[config.mk]
export PLATFORM = sky130hd
export DESIGN_NAME = ywr_divider
export DESIGN_NICKNAME = d
export VERILOG_FILES = /design/src/ywr_pkg.sv /design/src/ywr_divider.sv
export SDC_FILE = /design/constraint.sdc
export NUM_CORES = 1
export LEC_CHECK = 0
export ABC_AREA = 1
export BUFFER_PORTS_ARGS = -buffer_cell sky130_fd_sc_hd__buf_2
export CORE_UTILIZATION = 32
export CTS_BUF_LIST = sky130_fd_sc_hd__clkbuf_8
export CTS_CLUSTER_DIAMETER = 100
export DETAILED_ROUTE_END_ITERATION = 6
export RECOVER_POWER = 100
export SLEW_MARGIN = 15
export SYNTH_ARGS = -nofsm -noshare
export SYNTH_HDL_FRONTEND = slang
export SYNTH_SLANG_ARGS = --single-unit
[constraint.sdc]
create_clock -name clk -period 11.7 [get_ports clk]
set_clock_uncertainty 0.05 [all_clocks]
set_input_delay 2.925 -clock clk [delete_from_list [all_inputs] [get_ports clk]]
set_output_delay 2.925 -clock clk [all_outputs]
set_load 0.02 [all_outputs]
[src/ywr_pkg.sv]
// ----------------------------------------------------------------------------
// ywr_pkg
// Types and constants shared by the yaw-rate steering estimator.
// ----------------------------------------------------------------------------
package ywr_pkg;

  typedef struct packed {
    logic [5:0]         vehicle_slot;
    logic               clear_slot;
    logic               eligible;
    logic signed [15:0] forward_x;
    logic signed [15:0] forward_y;
    logic signed [15:0] speed_x;
    logic signed [15:0] speed_y;
    logic signed [15:0] speed_z;
    logic [15:0]        time_step;
  } ywr_in_t;

  typedef struct packed {
    logic signed [14:0] wheel_angle_deg;
    logic               rotate_wheels;
  } ywr_out_t;

  localparam int CORDIC_W = 52;
  localparam int ANGLE_W  = 36;
  localparam int DIV_W    = 40;
  localparam int TABLE_LEN = 24;

  typedef struct packed {
    logic                       start;
    logic signed [CORDIC_W-1:0] x;
    logic signed [CORDIC_W-1:0] y;
  } ywr_cordic_req_t;

  typedef struct packed {
    logic                      done;
    logic signed [ANGLE_W-1:0] z;
  } ywr_cordic_rsp_t;

  typedef struct packed {
    logic             start;
    logic [DIV_W-1:0] dividend;
    logic [4:0]       divisor;
  } ywr_div_req_t;

  typedef struct packed {
    logic             done;
    logic [DIV_W-1:0] quotient;
  } ywr_div_rsp_t;

  localparam logic [1:0] CFG_WHEELBASE_GAIN = 2'd0;
  localparam logic [1:0] CFG_MIN_SPEED      = 2'd1;
  localparam logic [1:0] CFG_MAX_STEER      = 2'd2;
  localparam logic [1:0] CFG_SMOOTHING_RATE = 2'd3;

  localparam logic [11:0] GAIN_RESET      = 12'd666;
  localparam logic [11:0] MIN_SPEED_RESET = 12'd102;
  localparam logic [13:0] MAX_STEER_RESET = 14'd4915;
  localparam logic [11:0] RATE_RESET      = 12'd1280;

  localparam logic [15:0]        TS_MIN           = 16'd205;
  localparam logic [15:0]        TS_MAX           = 16'd10240;
  localparam logic [13:0]        STEER_LIMIT      = 14'd12868;
  localparam logic signed [19:0] TWO_PI_Q16       = 20'sd411775;
  localparam logic [31:0]        TWO_PI_Q29       = 32'd3373259426;
  localparam logic [15:0]        RAD_TO_DEG       = 16'd58671;
  localparam logic [29:0]        ROTATE_THRESHOLD = 30'd83887;
  localparam logic [13:0]        DEG_LIMIT        = 14'd11520;
  localparam logic [11:0]        SPEED_SCALE      = 12'd2500;
  localparam logic [4:0]         U_DIVISOR        = 5'd25;
  localparam logic [4:0]         EXP_TERMS        = 5'd16;

  localparam logic [29:0] ATAN_TURN [TABLE_LEN] = '{
    30'd536870912, 30'd316933406, 30'd167458907, 30'd85004756, 30'd42667331,
    30'd21354465, 30'd10679838, 30'd5340245, 30'd2670163, 30'd1335087,
    30'd667544, 30'd333772, 30'd166886, 30'd83443, 30'd41722, 30'd20861,
    30'd10430, 30'd5215, 30'd2608, 30'd1304, 30'd652, 30'd326, 30'd163, 30'd81
  };

endpackage

[src/ywr_divider.sv]
// ----------------------------------------------------------------------------
// ywr_divider
// Restoring divider by a small divisor, four quotient bits per cycle.
// ----------------------------------------------------------------------------
module ywr_divider
  import ywr_pkg::*;
(
  input  logic         clk,
  input  logic         rst,
  input  ywr_div_req_t req,
  output ywr_div_rsp_t rsp
);

  localparam int STEPS = DIV_W / 4;

  logic [DIV_W-1:0] dvd, quo;
  logic [4:0] dsr, rem, rem_next;
  logic [3:0] qbits;
  logic [3:0] cnt;
  logic busy, done;

  always_comb begin
    logic [5:0] r;
    logic [4:0] acc;
    acc = rem;
    for (int j = 0; j < 4; j++) begin
      r = {acc, dvd[DIV_W-1-j]};
      if (r >= {1'b0, dsr}) begin
        r = r - {1'b0, dsr};
        qbits[3-j] = 1'b1;
      end else begin
        qbits[3-j] = 1'b0;
      end
      acc = r[4:0];
    end
    rem_next = acc;
  end

  always_ff @(posedge clk) begin
    if (rst) begin
      busy <= 1'b0;
      done <= 1'b0;
    end else begin
      done <= 1'b0;
      if (req.start) begin
        dvd  <= req.dividend;
        dsr  <= req.divisor;
        rem  <= '0;
        cnt  <= '0;
        busy <= 1'b1;
      end else if (busy) begin
        dvd <= dvd << 4;
        quo <= {quo[DIV_W-5:0], qbits};
        rem <= rem_next;
        cnt <= cnt + 4'd1;
        if (cnt == 4'(STEPS - 1)) begin
          busy <= 1'b0;
          done <= 1'b1;
        end
      end
    end
  end

  assign rsp = '{done: done, quotient: quo};

endmodule

======== Yosys cells after proc, flatten, opt, wreduce, memory -nomap -nowiden ========
Index checks and enable logic that the tools add are counted.
operators by class
  add/sub/neg operators ................... 5
  $mul .................................... 0
  div/mod/pow operators ................... 0
  magnitude comparators ................... 4
  equal/unequal tests ..................... 1
  shift-type cells ........................ 0
  muxes and demuxes ....................... 16
  bitwise operators ....................... 3
  reductions and logical operators ........ 5
operators by type and width
  kind                                                            count
  40-bit two-way mux                                              2
  5-bit two-way mux                                               5
  6-bit by 5-bit greater-or-equal comparator with 1-bit output    4
  5-bit subtractor                                                4
  1-bit two-way mux                                               8
  4-bit by 1-bit adder with 4-bit output (second input constant)  1
  4-bit == test (second input constant)                           1
  4-bit two-way mux                                               1
  2-bit AND reduction                                             2
  1-bit inverter                                                  3
  3-bit AND reduction                                             1
  3-bit OR reduction                                              1
  2-bit nonzero test                                              1
storage, ports and cells
  register bits ........................... 96
  bits in latches ......................... 0
  memory bits (writable) .................. 0
  ROM bits ................................ 0
  input bits .............................. 48
  output and inout bits ................... 41
  logic and storage cells ................. 41
  memories ................................ 0

======== Longest topological paths before layout ========
Gate-level depths: netlist of run 1.
  depth in word-level cells ............... 9
  gate-level depth with buffers ........... 42
  depth with buffers taken out ............ 42

======== Worst setup path before layout of run 1 ========
OpenSTA, ideal clock, no wires.
  path type ............................... in2reg
  from .................................... in req[45] (netlist bit)
  to ...................................... reg cnt[0] (enable)
  library setup time ...................... 0.472 ns
  arrival ................................. 5.750 ns
  data required time ...................... 11.178 ns
  path slack .............................. 5.427 ns
  cell stages on the path ................. 4
  path buffers ............................ 2
  cells stage by stage .................... clkbuf_1 -> inv_1 -> clkbuf_1 -> a21oi_1
on the way
  cells in the longest elaborated chain, start to end .. 2
ends and longest elaborated chain
  item                                  RTL line           source
  from (decl)                           ywr_divider.sv:10  input ywr_div_req_t req,
  2-bit nonzero test (no source line)   n/a
  2-bit AND reduction (no source line)  n/a
  to (signal assigned)                  ywr_divider.sv:55  cnt <= cnt + 4'd1;
  to (decl)                             ywr_divider.sv:19  logic [3:0] cnt;
No other way between the ends.
A chain may end at the register's enable or synchronous reset.

======== Worst setup path after layout of run 1 ========
  from .................................... in req[45] (netlist bit)
  to ...................................... reg rem[4] (enable)
on the way
  cells in the longest elaborated chain, start to end .. 2
ends and longest elaborated chain
  item                                  RTL line           source
  2-bit nonzero test (no source line)   n/a
  2-bit AND reduction (no source line)  n/a
  to (signal assigned)                  ywr_divider.sv:54  rem <= rem_next;
  to (decl)                             ywr_divider.sv:17  logic [4:0] dsr, rem, rem_next;
No other way between the ends.

==> flow_summary.yaml, run 1 <==
floorplan:
  floorplan.die.width_um: 123.4
  boundaryPins: 89
  starting_density_of_the_core: 0.3258
  number_of_rows_created_at_floorplan: 44
  fp.dieH_um: 123.4
  fp.coreArea_mm2: 0.01448
  dieArea_mm2: 0.01523
setup_path:
  timing.setup.critical_path_class: "primary input to flip-flop"
  r2r_start: "dsr[1]$_DFFE_PP_"
  setup.worst_path.end_class: "flip-flop"
  worst_setup_path_startpoint: "req[45]"
  critPathRequiredTime_ps: 11610
  worstSetupStartpointType: "primary input"
  worstPathArrival_ps: 6970
  worst-path-max-fanout: 50
clock_tree:
  cts_hold_repair.buffers: 0
  clock-root-buffer: "sky130_fd_sc_hd__clkbuf_8"
  clock_tree.buffer_depth: 2
  post-cts-setup-buffers: 0
  clk_transition_reported_paths_ps: 90
  clock-sinks: 96
  cts_tree: "built"
  cts_made_buffers: 9
  post_cts.resized_instances: 0
  cts_max_level: 3
  worst_skew_pair.late_latency_ps: 370
layout:
  post_route_cells_drive_above_1_share: 0.1505
  synthesis_to_layout_area_growth_pct: 15.15
  insertedDiodeCount: 0
  layout.nets: 614
  post_layout_nonfiller_instances: 729
yosys:
  synth_area_mm2: 0.004717
  post_synth_net_total: 523
  synth_common_cells: "178 x sky130_fd_sc_hd__nand2_1, 94 x sky130_fd_sc_hd__edfxtp_1, 39 x sky130_fd_sc_hd__inv_1"
  yosys.area.top_type_share: 0.5984
  synth_fa_ha_area_frac: 0.07533
  post_synth_inst_count: 449
  yosys.area.top_type: "sky130_fd_sc_hd__edfxtp_1"
  combinational_family_with_the_most_area_after_synthesis: "simple AND/OR/NAND/NOR gates"
  synth_seq_cells: 96
  ys_top_cells_by_area: "sky130_fd_sc_hd__edfxtp_1 60%, sky130_fd_sc_hd__nand2_1 14%, sky130_fd_sc_hd__ha_1 5.8%"
  synth_compound_gate_area_share: 0.01804
  synth_mux_area_frac: 0
  yosys.cell_types.count: 28
  syn_avg_cell_area_um2: 10.51
  ys_dominant_reg_cell: "sky130_fd_sc_hd__edfxtp_1"
  number_of_flops_mapped_to_enable_cells_by_yosys: 94
  synth_xor_area_frac: 0.02228
  post-synth-top-count-cell: "sky130_fd_sc_hd__nand2_1"
  yosysSeqAreaShare: 0.6069
  synthSimpleGateAreaFrac: 0.2326
  yosys_warnings: 0
  async_flop_share: 0
grt:
  grt_remaining_overflow: 0
  grt_max_degree: 51
  grt_util_all_layers: 0.1302
  globalRoute.busiestLayer: "met2"
  number_of_antenna_violations_at_the_first_check_in_global_routing: 0
  grt_util_met3: 0.04520
  groute.layer.met1.usage: 0.1507
  grt_pass1_vias: 3252
  wire_length_of_the_first_global_routing_pass_um: 15170
  met2_usage: 0.2147
timing:
  final_max_slew_viols: 133
  min_period_ps: 7064
  final_hold_viol_count: 0
  timing.setup.tns_ps: 0
  slew_headroom: -0.4264
  worstMarginPinSlew_ps: 2140
  maxClockFrequency_ghz: 0.1416
  setup_viol: 0
  crit_share_post_route: 0.6037
  rsz0062_at_grt: "false"
hold_path:
  holdCritStartpoint: "quo[34]$_DFFE_PP_"
  timing.hold.worst.class: "flip-flop to flip-flop"
route:
  wl_per_cell_um: 12.97
  drc: 0
  drt.antenna.violating_nets: 0
  drt_iter0_markers: 247
  avgViaCountPerCell: 4.521
  detailed_routing_iteration_count_for_the_pre_antenna_repair_pass: 4
  route.final.wire_length_um: 9454
  route.vias.total: 3296
placed_design:
  post_dp_hpwl_um: 6877
  final_weighted_congestion_of_routability_driven_global_placement: 0.9373
  port-buffer-count: 88
  dpl.cell_count: 712
status:
  run_status: "finished with violations"
  violations_in_the_final_reports: "max-capacitance violations, max-slew violations"
job:
  max_cap_viol_count: 3
## flip-flops by register name, indices dropped and copies added, names as in the netlist
signal / cells
dvd: 40
quo: 40
dsr: 5
rem: 5
cnt: 4
busy: 1
done: 1
## final timing paths
kind,end,slack (ps),cells after the start
worst min-delay path,quo[38]$_DFFE_PP_,410,0
worst max register to register,rem[3]$_SDFFCE_PP0P_,5340,32
worst min register to register,quo[38]$_DFFE_PP_,410,0
worst max-delay path,rem[4]$_SDFFCE_PP0P_,4640,4
## layout make-up
class                   count  area [um2]
fillers                  1455        9047
flip-flops and latches     96        2863
multi-input cells         298        1580
repair buffers             91       397.9
well taps                 184       230.2
inverters                  44       165.2
clock buffers               9       123.9
clock inverters             7       71.32
## stage by stage
step / setup slack [ps] / hold WS [ps] / instance area [um2] / util
floorplan: 5427 / 393.5 / 4717 / -
global placement: 5857 / 375.2 / 5375 / 0.3712
detailed placement: 5646 / 380.2 / 5375 / 0.3712
CTS: 5639 / 400.6 / 5570 / 0.3847
global route: 4080 / 411.5 / 5431 / 0.3751
finish: 4636 / 406.3 / 5431 / 0.3751
## routing by layer
layer  share of wire  wire [um]  up-vias
met2            0.46       4314      120
met4           0.028        267        0
met1            0.44       4151     1506
met3           0.076        721       20
met5               0          0        -
li1                -          -     1650
## cell families after synthesis
family | after synthesis
xor+xnor | 12
flops | 96
compound gates | 17
simple gates | 243
buf+inv | 55
fa+ha+maj | 26
## layout by cell type, fill, tap and decap left out, types with 3 or more instances in the layout
cell                       count
sky130_fd_sc_hd__nor2_1       21
sky130_fd_sc_hd__edfxtp_1     94
sky130_fd_sc_hd__fa_1          4
sky130_fd_sc_hd__nand2_2       6
sky130_fd_sc_hd__a21oi_1       9
sky130_fd_sc_hd__clkbuf_1     46
sky130_fd_sc_hd__xor2_1        4
sky130_fd_sc_hd__nand3b_1      3
sky130_fd_sc_hd__nor2_4        4
sky130_fd_sc_hd__clkbuf_8      9
sky130_fd_sc_hd__nor2_2        3
sky130_fd_sc_hd__nand3_1      22
sky130_fd_sc_hd__buf_2        45
sky130_fd_sc_hd__nand2_1     178
sky130_fd_sc_hd__o21ai_0       8
sky130_fd_sc_hd__ha_1         22
sky130_fd_sc_hd__xnor2_1       8
sky130_fd_sc_hd__inv_2         5
sky130_fd_sc_hd__inv_1        40
## worst max-delay path: stages
cell and delay (ps):
sky130_fd_sc_hd__clkbuf_1 1450, sky130_fd_sc_hd__inv_1 180, sky130_fd_sc_hd__a21oi_1 800, sky130_fd_sc_hd__clkbuf_1 1600
Power of run 1 is left out: the tool's default activity adds up to more than one toggle a clock period on the data nets, which glitch-free logic cannot reach.
==> inputs of run 2 (changes only) <==
Settings changed: ABC_AREA 1 to 0.
Clock period 11.7 ns to 7.3 ns, I/O delays scaled along.
==> run 2 against run 1 <==
Net effect: critical endpoint is now rem[0]$_SDFFCE_PP0P_; sequential share of layout area decreased by 0.97 points; flip-flop and latch count did not move; the run now ends clean; global-route usage fell by 0.18 points.
==> flow_summary.yaml, run 2 <==
route:
  detailed_routing_iteration_count_for_the_pre_antenna_repair_pass: 4
  avgViaCountPerCell: 4.788
  wl_per_cell_um: 15.01
  met3RoutedLength_um: 717
  routed_length_on_met1_um: 3972
  route.final.wire_length_um: 8915
  met2WireLength_um: 4107
  highest_layer: "met4"
  drt.antenna.violating_nets: 0
  drt_iter0_markers: 192
  route.vias.total: 2844
  drc: 0
layout:
  most-common-layout-cells: "94 x sky130_fd_sc_hd__edfxtp_1, 88 x sky130_fd_sc_hd__buf_2, 39 x sky130_fd_sc_hd__mux2_2"
  multi_input_area_mm2: 0.001612
  synthesis_to_layout_area_growth_pct: 20.95
  filler_instances: 1334
  layout_top_registers: "dvd: 40 flops, quo: 40 flops"
  fin_util: 0.3971
  mostFrequentLayoutCell: "sky130_fd_sc_hd__edfxtp_1"
  post_route_cells_drive_above_1_share: 0.4324
  insertedDiodeCount: 0
  area.sequential_mm2: 0.002863
  layout.nets: 483
setup_path:
  worstSetupStartpointType: "flip-flop"
  setup.worst_path.end_class: "flip-flop"
  slowest_delay_ps: 460
  worst-path-max-fanout: 8
  r2r.worst_path.cells: 30
  timing.setup.critical_path_class: "flip-flop to flip-flop"
  regToRegSetupSlack_ps: 290
  r2r_start: "dsr[1]$_DFFE_PP_"
  critPathRequiredTime_ps: 7420
  critical_path.most_common_cell: "sky130_fd_sc_hd__a21oi_1"
  worstPathArrival_ps: 7130
  critical_path.slowest_cell: "sky130_fd_sc_hd__edfxtp_1"
  crit-reg2reg-capture: "rem[0]$_SDFFCE_PP0P_"
clock_tree:
  clk_transition_reported_paths_ps: 90
  cts_max_level: 3
  cts_made_buffers: 9
  clock-sinks: 96
  clock-root-buffer: "sky130_fd_sc_hd__clkbuf_8"
  worst_skew_pair.late_latency_ps: 370
  cts_tree: "built"
  cts_hold_repair.buffers: 0
  clock_tree.buffer_depth: 2
timing:
  slew_headroom: 0.3289
  min_period_ps: 7010
  worstMarginPinSlew_ps: 1007
  final_hold_viol_count: 0
  final_max_slew_viols: 0
  crit_share_post_route: 0.9602
  maxClockFrequency_ghz: 0.1427
  setup_viol: 0
hold_path:
  timing.hold.worst.class: "flip-flop to flip-flop"
  worst_hold_path.endpoint: "quo[35]$_DFFE_PP_"
  holdCritStartpoint: "quo[31]$_DFFE_PP_"
  hold-path-cell-count: 0
floorplan:
  dieArea_mm2: 0.01478
  boundaryPins: 89
  starting_density_of_the_core: 0.3283
  number_of_rows_created_at_floorplan: 43
  floorplan.die.width_um: 121.6
  fp.dieH_um: 121.6
  fp.coreArea_mm2: 0.01393
placed_design:
  port-buffer-count: 88
  post_dp_hpwl_um: 6404
  final_weighted_congestion_of_routability_driven_global_placement: 0.8789
yosys:
  synth_area_mm2: 0.004574
  ys_top_cells_by_area: "sky130_fd_sc_hd__edfxtp_1 62%, sky130_fd_sc_hd__mux2_2 9.6%, sky130_fd_sc_hd__ha_1 6.0%"
  syn_avg_cell_area_um2: 15.10
  synth_common_cells: "94 x sky130_fd_sc_hd__edfxtp_1, 39 x sky130_fd_sc_hd__mux2_2, 23 x sky130_fd_sc_hd__inv_1"
  post_synth_net_total: 377
  yosys_warnings: 0
  synth_seq_cells: 96
  number_of_flops_mapped_to_enable_cells_by_yosys: 94
  async_flop_share: 0
  yosys.cell_types.count: 47
  ys_dominant_reg_cell: "sky130_fd_sc_hd__edfxtp_1"
  post_synth_inst_count: 303
  yosys.area.top_type: "sky130_fd_sc_hd__edfxtp_1"
  yosys.area.top_type_share: 0.6171
  yosysSeqAreaShare: 0.6258
  post-synth-top-count-cell: "sky130_fd_sc_hd__edfxtp_1"
grt:
  grt_remaining_overflow: 0
  number_of_antenna_violations_at_the_first_check_in_global_routing: 0
  grt_pass1_vias: 2899
  grt_util_all_layers: 0.1285
  wire_length_of_the_first_global_routing_pass_um: 14380
  grt_max_degree: 50
status:
  run_status: "completed"
job:
  max_cap_viol_count: 0
[run 2: cell types whose count changed after synthesis, sizes merged, moves of 5 or more]
| cell | previous run | this run |
|---|---|---|
| nand3 | 22 | 2 |
| mux2 | 0 | 39 |
| clkbuf | 8 | 2 |
| mux2i | 0 | 5 |
| inv | 44 | 25 |
| nor2 | 28 | 16 |
| and2 | 0 | 6 |
| a21o | 0 | 6 |
| o21ai | 8 | 2 |
| nand2 | 186 | 7 |
[run 2: worst max path at each step]
stage / slack (ps) / startpoint / to
2_1_floorplan: 510 / dsr[1]$_DFFE_PP_ / rem[2]$_SDFFCE_PP0P_
3_3_place_gp: 210 / dsr[0]$_DFFE_PP_ / rem[2]$_SDFFCE_PP0P_
3_5_place_dp: 130 / dsr[1]$_DFFE_PP_ / rem[2]$_SDFFCE_PP0P_
4_1_cts: 80 / dsr[1]$_DFFE_PP_ / rem[2]$_SDFFCE_PP0P_
5_1_grt: -40 / dsr[1]$_DFFE_PP_ / rem[2]$_SDFFCE_PP0P_
6_report: 290 / dsr[1]$_DFFE_PP_ / rem[0]$_SDFFCE_PP0P_
[run 2: worst max-delay path: cells and delay by family (launching register included)]
kind / cells / cell delay, ps
AO/OA/AOI/OAI: 14 / 2520
AND/OR/NAND/NOR: 5 / 710
buffers and inverters: 5 / 750
multiplexers: 2 / 740
flip-flops: 1 / 460
adder cells (fa/ha/maj): 4 / 1550
[run 2: cells by family (layout without fill, tap and decap cells)]
family | count (synthesis) | after routing | share of synthesized area
AO/OA/AOI/OAI | 42 | 42 | 0.07412
XOR/XNOR | 16 | 16 | 0.03064
adder cells (fa/ha/maj) | 26 | 26 | 0.07768
buffers and inverters | 33 | 144 | 0.03118
flip-flops | 96 | 96 | 0.6258
multiplexers | 44 | 44 | 0.1069
AND/OR/NAND/NOR | 46 | 46 | 0.05361
[run 2: timing repair]
action / 4_1_cts / 5_1_grt
resized for setup: 0 / 8
endpoints found under the setup margin: 0 / 6
buffers inserted: 0 / 9
endpoints found under the hold margin: 0 / 0
[run 2: layout make-up]
cell class	instances	share of cell area
clock buffers	10	0.02488
clock inverters	6	0.008141
inverters	25	0.01764
multi-input cells	174	0.2913
flip-flops and latches	96	0.5174
well taps	180	0.04071
repair buffers	103	0.09995
[run 2: stage by stage]
stage | hold WS [ps] | setup WS, ps | cell area, um2 | TNS, ps | cells
3_3_place_gp | 379.6 | 212.0 | 5249 | 0 | 569
3_5_place_dp | 386.4 | 130.2 | 5249 | 0 | 569
2_1_floorplan | 445.1 | 513.7 | 4574 | 0 | 303
5_1_grt | 425.4 | -35.65 | 5533 | -89.29 | 594
6_report | 405.3 | 290.4 | 5533 | 0 | 594
4_1_cts | 407.5 | 78.91 | 5431 | 0 | 585
[run 2: per-layer routing]
layer	vias to the layer above	track usage
met5	-	0
met4	0	0.04475
met3	14	0.04916
met2	111	0.2006
met1	1368	0.1623
li1	1351	-
Power of run 2 is left out for the same reason.
==> inputs of run 3 (changes only) <==
Settings changed: REMOVE_ABC_BUFFERS from default to 1, SLEW_MARGIN 15 to default.
==> run 3 against run 2 <==
Net effect: the run now ends with max-capacitance violations, max-slew violations left; worst setup slack better by 160 ps; flip-flop and latch count unchanged; first-iteration DRC count down 24%; critical path type unchanged; fmax up 2.4%; routed wire length down 3.2%; via count down 3.4%; non-clock buffer count down 4; worst hold slack better by 1.5 ps.
==> flow_summary.yaml, run 3 (same netlist as run 2, synthesis figures left out) <==
layout:
  mostFrequentLayoutCell: "sky130_fd_sc_hd__edfxtp_1"
  post_route_cells_drive_above_1_share: 0.3122
  most-common-layout-cells: "94 x sky130_fd_sc_hd__edfxtp_1, 45 x sky130_fd_sc_hd__buf_2, 44 x sky130_fd_sc_hd__clkbuf_1"
  filler_instances: 1339
  layout_top_registers: "dvd: 40 flops, quo: 40 flops"
  layout.nets: 479
  synthesis_to_layout_area_growth_pct: 18.96
grt:
  grt_remaining_overflow: 0
  grt_util_all_layers: 0.1214
  number_of_antenna_violations_at_the_first_check_in_global_routing: 0
  wire_length_of_the_first_global_routing_pass_um: 13630
  grt_max_degree: 50
  grt_pass1_vias: 2757
timing:
  maxClockFrequency_ghz: 0.1461
  timing.setup.tns_ps: 0
  crit_share_post_route: 0.9378
  final_hold_viol_count: 0
  setup_viol: 0
  final_max_slew_viols: 92
  rsz0062_at_grt: "false"
  slew_headroom: -0.6019
  timing.hold.ws_ps: 406.8
  worstMarginPinSlew_ps: 2403
  min_period_ps: 6846
floorplan:
  dieArea_mm2: 0.01478
  number_of_rows_created_at_floorplan: 43
  fp.coreArea_mm2: 0.01393
  fp.dieH_um: 121.6
  starting_density_of_the_core: 0.3283
  boundaryPins: 89
  floorplan.die.width_um: 121.6
placed_design:
  post_dp_hpwl_um: 6222
  final_weighted_congestion_of_routability_driven_global_placement: 0.8874
  port-buffer-count: 88
setup_path:
  critical_path.slowest_cell: "sky130_fd_sc_hd__fa_1"
  slowest_delay_ps: 440
  timing.setup.critical_path_class: "flip-flop to flip-flop"
  critPathRequiredTime_ps: 7380
  worst-path-max-fanout: 8
  crit-reg2reg-capture: "rem[2]$_SDFFCE_PP0P_"
  critical_path.most_common_cell: "sky130_fd_sc_hd__inv_1"
  setup.worst_path.end_class: "flip-flop"
  worstSetupStartpointType: "flip-flop"
  worstPathArrival_ps: 6920
  r2r_start: "dvd[39]$_DFFE_PP_"
  r2r.worst_path.cells: 32
  regToRegSetupSlack_ps: 450
job:
  max_cap_viol_count: 2
route:
  route.vias.total: 2746
  avgViaCountPerCell: 4.646
  drt_iter0_markers: 145
  drc: 0
  wl_per_cell_um: 14.61
  detailed_routing_iteration_count_for_the_pre_antenna_repair_pass: 4
  route.final.wire_length_um: 8633
  drt.antenna.violating_nets: 0
status:
  run_status: "finished with violations"
  violations_in_the_final_reports: "max-capacitance violations, max-slew violations"
clock_tree:
  clk_transition_reported_paths_ps: 100
  cts_max_level: 3
  clock-sinks: 96
  clock_tree.buffer_depth: 2
  cts_made_buffers: 9
  cts_tree: "built"
  cts_hold_repair.buffers: 0
  clock-root-buffer: "sky130_fd_sc_hd__clkbuf_8"
  worst_skew_pair.late_latency_ps: 360
hold_path:
  worst_hold_path.endpoint: "quo[23]$_DFFE_PP_"
  hold-path-cell-count: 0
  timing.hold.worst.class: "flip-flop to flip-flop"
  holdCritStartpoint: "quo[19]$_DFFE_PP_"
run 3: cell types whose count changed in the layout (fill, tap and decap cells not counted), sizes merged:
cell,delta
clkinv,+2
clkbuf,+43
clkinvlp,-2
bufinv,+1
buf,-48
diode,+1
run 3: how the worst max path moves through the flow:
| stage | end | depth (start not counted) | startpoint |
|---|---|---|---|
| floorplan | rem[2]$_SDFFCE_PP0P_ | 30 | dsr[1]$_DFFE_PP_ |
| global placement | rem[2]$_SDFFCE_PP0P_ | 31 | dvd[39]$_DFFE_PP_ |
| detailed placement | rem[2]$_SDFFCE_PP0P_ | 31 | dsr[0]$_DFFE_PP_ |
| CTS | rem[2]$_SDFFCE_PP0P_ | 31 | dsr[0]$_DFFE_PP_ |
| global route | rem[1]$_SDFFCE_PP0P_ | 32 | dvd[39]$_DFFE_PP_ |
| finish | rem[2]$_SDFFCE_PP0P_ | 32 | dvd[39]$_DFFE_PP_ |
run 3: cell type report:
cell class	instances	area, um2	share of cell area
Timing Repair Buffer	99	465.4	0.08554
Antenna cell	1	2.502	0.0004599
Tap cell	180	225.2	0.04139
Inverter	25	93.84	0.01725
Clock buffer	9	123.9	0.02276
Sequential cell	96	2863	0.5261
Clock inverter	7	70.07	0.01288
Multi-Input combinational cell	174	1598	0.2936
run 3: routing by layer:
| layer | track usage | vias up | part of all wire |
|---|---|---|---|
| met5 | 0 | - | 0 |
| met4 | 0.05401 | 0 | 0.030 |
| met3 | 0.05243 | 16 | 0.097 |
| met2 | 0.1800 | 108 | 0.43 |
| met1 | 0.1530 | 1283 | 0.45 |
| li1 | - | 1339 | - |
run 3: through the flow:
| stage | worst slack [ps] | utilization | cell area (um2) | instances |
|---|---|---|---|---|
| 2_1_floorplan | 538.1 | - | 4526 | 295 |
| 3_3_place_gp | 332.0 | 0.3778 | 5264 | 571 |
| 3_5_place_dp | 257.7 | 0.3778 | 5264 | 571 |
| 4_1_cts | 216.6 | 0.3917 | 5458 | 587 |
| 5_1_grt | 18.25 | 0.3903 | 5439 | 590 |
| 6_report | 453.8 | 0.3905 | 5441 | 591 |
run 3: critical path, delay by kind of cell (launching register included):
family | cells | cell delay (ps)
and+or+nand+nor | 6 | 940
DFF | 1 | 390
muxes | 2 | 700
buffers and inverters | 7 | 630
AOI/OAI and AO/OA | 12 | 2100
adders and majority gates | 5 | 1790
run 3: repair_timing:
item,CTS,global route
setup buffers,0,3
setup endpoints to repair,0,6
resized for setup,0,5
Power of run 3 is left out for the same reason.
